File: src/design/nec_ir_frame_decoder_top_macros.svh
// assertion macros for the nec ir frame decoder
`ifndef NEC_IR_FRAME_DECODER_TOP_MACROS_SVH
`define NEC_IR_FRAME_DECODER_TOP_MACROS_SVH

// same-cycle implication, checked at every rising clock edge out of reset
`define NEC_ASSERT_NOW(lbl, ante, cons, msg) \
  lbl: assert property (@(posedge clk) disable iff (!rst_n) (ante) |-> (cons)) else $error(msg);

// next-cycle implication
`define NEC_ASSERT_NEXT(lbl, ante, cons, msg) \
  lbl: assert property (@(posedge clk) disable iff (!rst_n) (ante) |=> (cons)) else $error(msg);

`endif

File: src/design/nec_ir_pkg.sv
// package with opcodes, phase and status codes and defaults of the nec ir frame decoder
package nec_ir_pkg;

  localparam int FRAME_SAMPLES_DEF = 33;

  localparam int DATA_W   = 16;
  localparam int CFG_IDX_W = 2;

  localparam logic [1:0] OP_PULSE = 2'd0;
  localparam logic [1:0] OP_ARM   = 2'd1;
  localparam logic [1:0] OP_READ  = 2'd2;

  localparam logic [1:0] PH_IDLE    = 2'd0;
  localparam logic [1:0] PH_ARMED   = 2'd1;
  localparam logic [1:0] PH_CAPTURE = 2'd2;

  localparam logic [1:0] ST_VALID       = 2'd0;
  localparam logic [1:0] ST_BAD_LEADER  = 2'd1;
  localparam logic [1:0] ST_BAD_INVERSE = 2'd2;

  localparam logic [CFG_IDX_W-1:0] REG_LEADER_MIN    = 2'd0;
  localparam logic [CFG_IDX_W-1:0] REG_LEADER_MAX    = 2'd1;
  localparam logic [CFG_IDX_W-1:0] REG_ONE_THRESHOLD = 2'd2;

  localparam logic [DATA_W-1:0] LEADER_MIN_RST    = 16'd12500;
  localparam logic [DATA_W-1:0] LEADER_MAX_RST    = 16'd14500;
  localparam logic [DATA_W-1:0] ONE_THRESHOLD_RST = 16'd2000;

  localparam logic [7:0] BYTE_ONES = 8'hFF;

endpackage

File: src/design/nec_ir_frame_decoder_top.sv
// nec ir frame decoder: input register, one-pass decode, result register
// datapath: an input beat is held in the input register, its result in the result register
// throughput: one beat per cycle; a stalled result holds off intake only once
//   the input register also holds a beat
// reset: synchronous active-low rst_n clears phase, count, held data, ready flag
//   and loads the default leader window and one threshold
`include "nec_ir_frame_decoder_top_macros.svh"

module nec_ir_frame_decoder_top
  import nec_ir_pkg::*;
#(
  parameter int FRAME_SAMPLES = FRAME_SAMPLES_DEF
) (
  input  logic                 clk,
  input  logic                 rst_n,

  input  logic                 cfg_we,
  input  logic [CFG_IDX_W-1:0] cfg_index,
  input  logic [DATA_W-1:0]    cfg_wdata,

  input  logic                 in_valid,
  output logic                 in_stall,
  input  logic [1:0]           in_opcode,
  input  logic [15:0]          in_pulse_period,

  output logic                 out_valid,
  input  logic                 out_stall,
  output logic [15:0]          out_read_value,
  output logic                 out_ready_flag,
  output logic                 out_frame_done,
  output logic [1:0]           out_frame_status
);

  localparam int CNT_W = $clog2(FRAME_SAMPLES);
  localparam logic [CNT_W-1:0] CNT_LAST = CNT_W'(FRAME_SAMPLES - 1);
  localparam logic [CNT_W-1:0] CNT_LAST_BIT = CNT_W'(32);

  // configuration
  logic [DATA_W-1:0] leader_min_r, leader_max_r, one_threshold_r;

  always_ff @(posedge clk) begin
    if (!rst_n) begin
      leader_min_r    <= LEADER_MIN_RST;
      leader_max_r    <= LEADER_MAX_RST;
      one_threshold_r <= ONE_THRESHOLD_RST;
    end else if (cfg_we) begin
      unique case (cfg_index)
        REG_LEADER_MIN:    leader_min_r    <= cfg_wdata;
        REG_LEADER_MAX:    leader_max_r    <= cfg_wdata;
        REG_ONE_THRESHOLD: one_threshold_r <= cfg_wdata;
        default: ;
      endcase
    end
  end

  // input register
  logic        s1_valid_r;
  logic [1:0]  s1_opcode_r;
  logic [15:0] s1_period_r;
  logic        s2_take;
  logic        s1_fire;

  assign s2_take  = !out_valid || !out_stall;
  assign s1_fire  = s1_valid_r && s2_take;
  assign in_stall = s1_valid_r && !s2_take;

  always_ff @(posedge clk) begin
    if (!rst_n) begin
      s1_valid_r <= 1'b0;
    end else if (!in_stall) begin
      s1_valid_r <= in_valid;
    end
  end

  always_ff @(posedge clk) begin
    if (in_valid && !in_stall) begin
      s1_opcode_r <= in_opcode;
      s1_period_r <= in_pulse_period;
    end
  end

  // decoder state
  logic [1:0]       phase_r, phase_nxt;
  logic [CNT_W-1:0] cnt_r, cnt_nxt;
  logic [15:0]      leader_r, leader_nxt;
  logic [31:0]      shift_r, shift_nxt;
  logic [15:0]      held_r, held_nxt;
  logic             waiting_r, waiting_nxt;

  logic [15:0] read_nxt;
  logic        done_nxt;
  logic [1:0]  status_nxt;
  logic [4:0]  bit_idx;
  logic [7:0]  addr_b, addr_inv_b, cmd_b, cmd_inv_b;

  assign bit_idx    = 5'(cnt_r - CNT_W'(1));
  assign addr_b     = shift_nxt[7:0];
  assign addr_inv_b = shift_nxt[15:8];
  assign cmd_b      = shift_nxt[23:16];
  assign cmd_inv_b  = shift_nxt[31:24];

  always_comb begin
    phase_nxt   = phase_r;
    cnt_nxt     = cnt_r;
    leader_nxt  = leader_r;
    shift_nxt   = shift_r;
    held_nxt    = held_r;
    waiting_nxt = waiting_r;
    read_nxt    = '0;
    done_nxt    = 1'b0;
    status_nxt  = ST_VALID;
    unique case (s1_opcode_r)
      OP_PULSE: begin
        if (phase_r == PH_CAPTURE) begin
          if (cnt_r == '0) begin
            leader_nxt = s1_period_r;
          end else if (cnt_r <= CNT_LAST_BIT) begin
            shift_nxt[bit_idx] = (s1_period_r > one_threshold_r);
          end
          if (cnt_r == CNT_LAST) begin
            cnt_nxt   = '0;
            phase_nxt = PH_IDLE;
            done_nxt  = 1'b1;
            if (leader_nxt < leader_min_r || leader_nxt > leader_max_r) begin
              status_nxt = ST_BAD_LEADER;
            end else if ((addr_b ^ addr_inv_b) == BYTE_ONES &&
                         (cmd_b ^ cmd_inv_b) == BYTE_ONES) begin
              held_nxt    = {addr_b, cmd_b};
              waiting_nxt = 1'b1;
              status_nxt  = ST_VALID;
            end else begin
              status_nxt = ST_BAD_INVERSE;
            end
          end else begin
            cnt_nxt = cnt_r + CNT_W'(1);
          end
        end else if (phase_r == PH_ARMED) begin
          phase_nxt = PH_CAPTURE;
        end
      end
      OP_ARM: begin
        phase_nxt = PH_ARMED;
        cnt_nxt   = '0;
      end
      OP_READ: begin
        if (waiting_r) begin
          read_nxt    = held_r;
          waiting_nxt = 1'b0;
        end
      end
      default: ;
    endcase
  end

  always_ff @(posedge clk) begin
    if (!rst_n) begin
      phase_r   <= PH_IDLE;
      cnt_r     <= '0;
      held_r    <= '0;
      waiting_r <= 1'b0;
    end else if (s1_fire) begin
      phase_r   <= phase_nxt;
      cnt_r     <= cnt_nxt;
      held_r    <= held_nxt;
      waiting_r <= waiting_nxt;
    end
  end

  always_ff @(posedge clk) begin
    if (s1_fire) begin
      leader_r <= leader_nxt;
      shift_r  <= shift_nxt;
    end
  end

  // result register
  logic out_valid_r;

  always_ff @(posedge clk) begin
    if (!rst_n) begin
      out_valid_r <= 1'b0;
    end else if (s2_take) begin
      out_valid_r <= s1_valid_r;
    end
  end

  always_ff @(posedge clk) begin
    if (s1_fire) begin
      out_read_value   <= read_nxt;
      out_ready_flag   <= waiting_nxt;
      out_frame_done   <= done_nxt;
      out_frame_status <= status_nxt;
    end
  end

  assign out_valid = out_valid_r;

  `NEC_ASSERT_NOW(a_cnt_only_in_capture, cnt_r != '0, phase_r == PH_CAPTURE,
                  "count outside capture")
  `NEC_ASSERT_NEXT(a_arm_restarts, s1_fire && s1_opcode_r == OP_ARM,
                   phase_r == PH_ARMED && cnt_r == '0, "arm did not restart capture")
  `NEC_ASSERT_NOW(a_good_frame_ready,
                  out_valid && out_frame_done && out_frame_status == ST_VALID,
                  out_ready_flag, "valid frame without ready flag")
  `NEC_ASSERT_NOW(a_done_no_read, out_valid && out_frame_done, out_read_value == '0,
                  "read value on frame beat")
  `NEC_ASSERT_NOW(a_stall_when_full, in_stall, s1_valid_r && out_valid_r,
                  "stall with free stage")

endmodule

File: config.mk
export PLATFORM = sky130hd
export DESIGN_NAME = nec_ir_frame_decoder_top
export DESIGN_NICKNAME = d
export VERILOG_FILES = /design/src/design/nec_ir_pkg.sv /design/src/design/nec_ir_frame_decoder_top.sv
export VERILOG_INCLUDE_DIRS = /design/src /design/src/design
export SDC_FILE = /design/constraint.sdc
export NUM_CORES = 1
export LEC_CHECK = 0
export BUFFER_PORTS_ARGS = -buffer_cell sky130_fd_sc_hd__buf_2
export CORE_UTILIZATION = 60
export CTS_CLUSTER_DIAMETER = 200
export CTS_CLUSTER_SIZE = 16
export DETAILED_ROUTE_END_ITERATION = 6
export PLACE_DENSITY = 0.79
export SKIP_CTS_REPAIR_TIMING = 1
export SYNTH_ARGS = -nofsm -noshare
export SYNTH_HDL_FRONTEND = slang
export SYNTH_SLANG_ARGS = --single-unit
File: constraint.sdc
create_clock -name clk -period 5.6 [get_ports clk]
set_clock_uncertainty 0.1 [all_clocks]
set_input_delay 0.28 -clock clk [delete_from_list [all_inputs] [get_ports clk]]
set_output_delay 0.28 -clock clk [all_outputs]
set_load 0.1 [all_outputs]
==> flow_metrics.env <==
export IMPL_portBuffers=62
export IMPL_drv_slew=0
export IMPL_rows=45
export IMPL_required_ns=5.85
export IMPL_place_area_mm2=0.00969
export IMPL_hold_viol=0
export IMPL_holdWs_ns=0.000213
export IMPL_layout_common_cells="173 x nand2_1, 86 x edfxtp_1, 75 x dfxtp_1, 66 x inv_1, 62 x buf_2"
export IMPL_final_core_util_pct=69.1
export IMPL_grt_max_degree=89
export IMPL_max_cap_violations=0
export IMPL_fmaxAchievable_mhz=214
export IMPL_critPathTopFamily="simple AND/OR/NAND/NOR gates"
export IMPL_final_cell_area_mm2=0.0105
export IMPL_clk_pin_slew_ns=0.06
export IMPL_cts_tree="yes"
export IMPL_diodes=0
export IMPL_r2r_start="cnt_r[0]"
export IMPL_r2r_slack_ns=0.92
export IMPL_peakVddDrop_mv=0.203
export IMPL_syn_inst=987
export IMPL_min_period_over_period_pct=83.6
export IMPL_endpoint="held_r[1]"
export IMPL_power_density_mw_per_mm2=265
export IMPL_async_flop_share_pct=0
export IMPL_cpPeakStageDelay_ns=0.43
export IMPL_ant_nets=0
export IMPL_place_hpwl_um=16200
export IMPL_path_depth=16
export IMPL_htree_levels=4
export IMPL_ys_seq_area_share_pct=43.9
export IMPL_setup_viol=0
export IMPL_syn_mean_instance_area_um2=9.43
export IMPL_crit_buf_inv=3
export IMPL_clock_sinks=161
export IMPL_grt_pass1_wl_um=36700
export IMPL_nets=1141
export IMPL_r2r_cells=16
export IMPL_grt_overflow_total=0
export IMPL_leakage_nw=3.94
export IMPL_routed_wl_um=23100
export IMPL_synth_seq_cells=161
export IMPL_arrival_ns=4.93
export IMPL_r2r_end="held_r[1]"
export IMPL_cts_path_max_buffers=2
export IMPL_synth_edf_count=86
export IMPL_critPathKind="reg -> reg"
export IMPL_vias=7747
export IMPL_chipWidth_um=127
export IMPL_start_util_pct=61.5
export IMPL_die_h_um=127
export IMPL_clockRootBuffer="clkbuf_16"
export IMPL_synth_area_mm2=0.00931
export IMPL_wl_per_cell_um=18.6
export IMPL_finalSetupTns_ns=0
export IMPL_hp_class="in -> reg"
export IMPL_relSlewSlack_pct=19.5
export IMPL_place_gp_congestion=1.00
export IMPL_outcome="completed"
export IMPL_syn_num_nets=1082
export IMPL_dieArea_mm2=0.0160
export IMPL_track_usage_pct=29.6
export IMPL_fin_crit_ns=4.68
export IMPL_critPathLaunchType="register"
export IMPL_syn2layout_area_growth_pct=12.4
export IMPL_dpl_worst_slack_ns=1.03
export IMPL_firstDrtPassIters=7
export IMPL_rsz0062_at_grt="false"
export IMPL_grt_pass1_vias=7197
export IMPL_antenna_found_initial=0
export IMPL_worstPathCellList="inv_1 -> ha_1 -> nor4b_4 -> nor2b_1 -> buf_4 -> mux2_2 -> ha_1 -> a2111o_1 -> o211ai_1 -> a41o_1 -> and3_1 -> o211ai_1 -> nor4_4 -> and4b_1 -> buf_4 -> mux2i_1"
export IMPL_clk_insertion_delay_late_ns=0.44
export IMPL_cts_made_buffers=17
export IMPL_critPathLaunch="cnt_r[0]"
export IMPL_ioPinCount=63
export IMPL_ys_flop_type="edfxtp_1"
export IMPL_vias_per_cell=6.21
export IMPL_endpoint_kind="register"
export IMPL_tightestPinTransition_ns=1.20
export IMPL_path_max_fanout=16
export IMPL_ys_warn_count=0
export IMPL_slowest_stage="dfxtp_1"
export IMPL_core_mm2=0.0151
export IMPL_synth_cell_types=81
export IMPL_layout_drive_gt1_share_pct=13.5
export IMPL_final_common_cell="nand2_1"
export IMPL_fin_ws_ns=0.920
export IMPL_drt_iter0_markers=769
export IMPL_remaining_drc_errors=0
==> area by class of cell <==
type | instances | area, µm²
fill | 1170 | 4680
sequential | 161 | 4080
clock buffer | 23 | 520
clock inverter | 9 | 66.3
timing repair buffer | 92 | 583
multi-input combinational | 707 | 4720
tap | 188 | 235
inverter | 67 | 251
==> Yosys cell counts (4+ instances only) <==
cell	n	share of area, %
nand2_1	173	7.0
edfxtp_1	86	28
dfxtp_1	75	16
inv_1	67	2.7
o21ai_0	59	3.2
ha_1	54	7.3
nor2_1	38	1.5
a21boi_0	32	2.6
o211ai_1	31	2.5
clkbuf_1	29	1.2
a21oi_1	27	1.5
mux2i_1	26	2.8
and2_1	20	1.3
mux2_2	19	2.3
o31ai_1	16	1.3
buf_2	15	0.81
xor2_1	14	1.3
nand4_1	13	0.87
nor3_1	13	0.70
nand2b_1	12	0.81
and3_1	11	0.74
nor2b_1	11	0.74
o22ai_1	11	0.74
nand3_1	10	0.54
a22oi_1	7	0.56
a31oi_1	6	0.40
o221ai_1	6	0.56
a221oi_1	5	0.47
nor3b_1	5	0.40
o21a_1	5	0.40
xnor2_1	5	0.47
a211oi_1	4	0.32
a21o_1	4	0.32
a41oi_1	4	0.38
==> registers in the layout, indices dropped and copies added (netlist names), 2 cells and up <==
signal / cells
leader_max_r: 16
phase_r: 2
leader_r: 16
shift_r: 32
cnt_r: 6
held_r: 16
s1_opcode_r: 2
s1_period_r: 16
out_frame_status: 2
out_read_value: 16
leader_min_r: 16
one_threshold_r: 16
==> tightest hold or removal path, cell delays in order <==
cell and delay (ns):
buf_2 0.10, nand2_1 0.05, o211ai_1 0.07
==> report_power, final <==
group	internal (mW)	switching (mW)	leakage, nW
Sequential	1.28	0.0207	1.35
Combinational	0.106	0.218	2.29
Clock	0.660	0.486	0.295
Total	2.05	0.725	3.94
==> through the flow <==
stage,instances,power (mW)
floorplan,987,1.55
global placement,1196,1.63
detailed placement,1196,1.63
CTS,1228,2.76
global route,1247,2.86
finish,1247,2.77
==> worst min path at each step <==
stage	startpoint	end	slack, ns	cells past startpoint
4_1_cts	in_pulse_period[8]	s1_period_r[8]	-0.09	1
5_1_grt	cfg_wdata[9]	leader_min_r[9]	0.02	3
6_report	cfg_wdata[9]	one_threshold_r[9]	0.0002	3
3_3_place_gp	held_r[9]	held_r[9]	0.34	2
3_5_place_dp	held_r[5]	held_r[5]	0.34	2
2_1_floorplan	in_opcode[0]	s1_opcode_r[0]	0.28	0
==> per-layer routing <==
metal / part of all wire [%] / wire length [µm] / global-route usage, %
met4: 3.6 / 826 / 13.4
met5: 0 / 0 / 0
met3: 6.0 / 1400 / 4.51
met1: 42 / 9610 / 37.1
met2: 49 / 11300 / 50.6
==> cell families after synthesis <==
logic type,share of synthesized area [%]
simple gates,17.6
compound gates,18.8
flops,43.9
buf+inv,5.50
fa+ha+maj,7.26
mux,5.09
xor+xnor,1.96
Note: power is estimated with default switching activity, not from simulation.
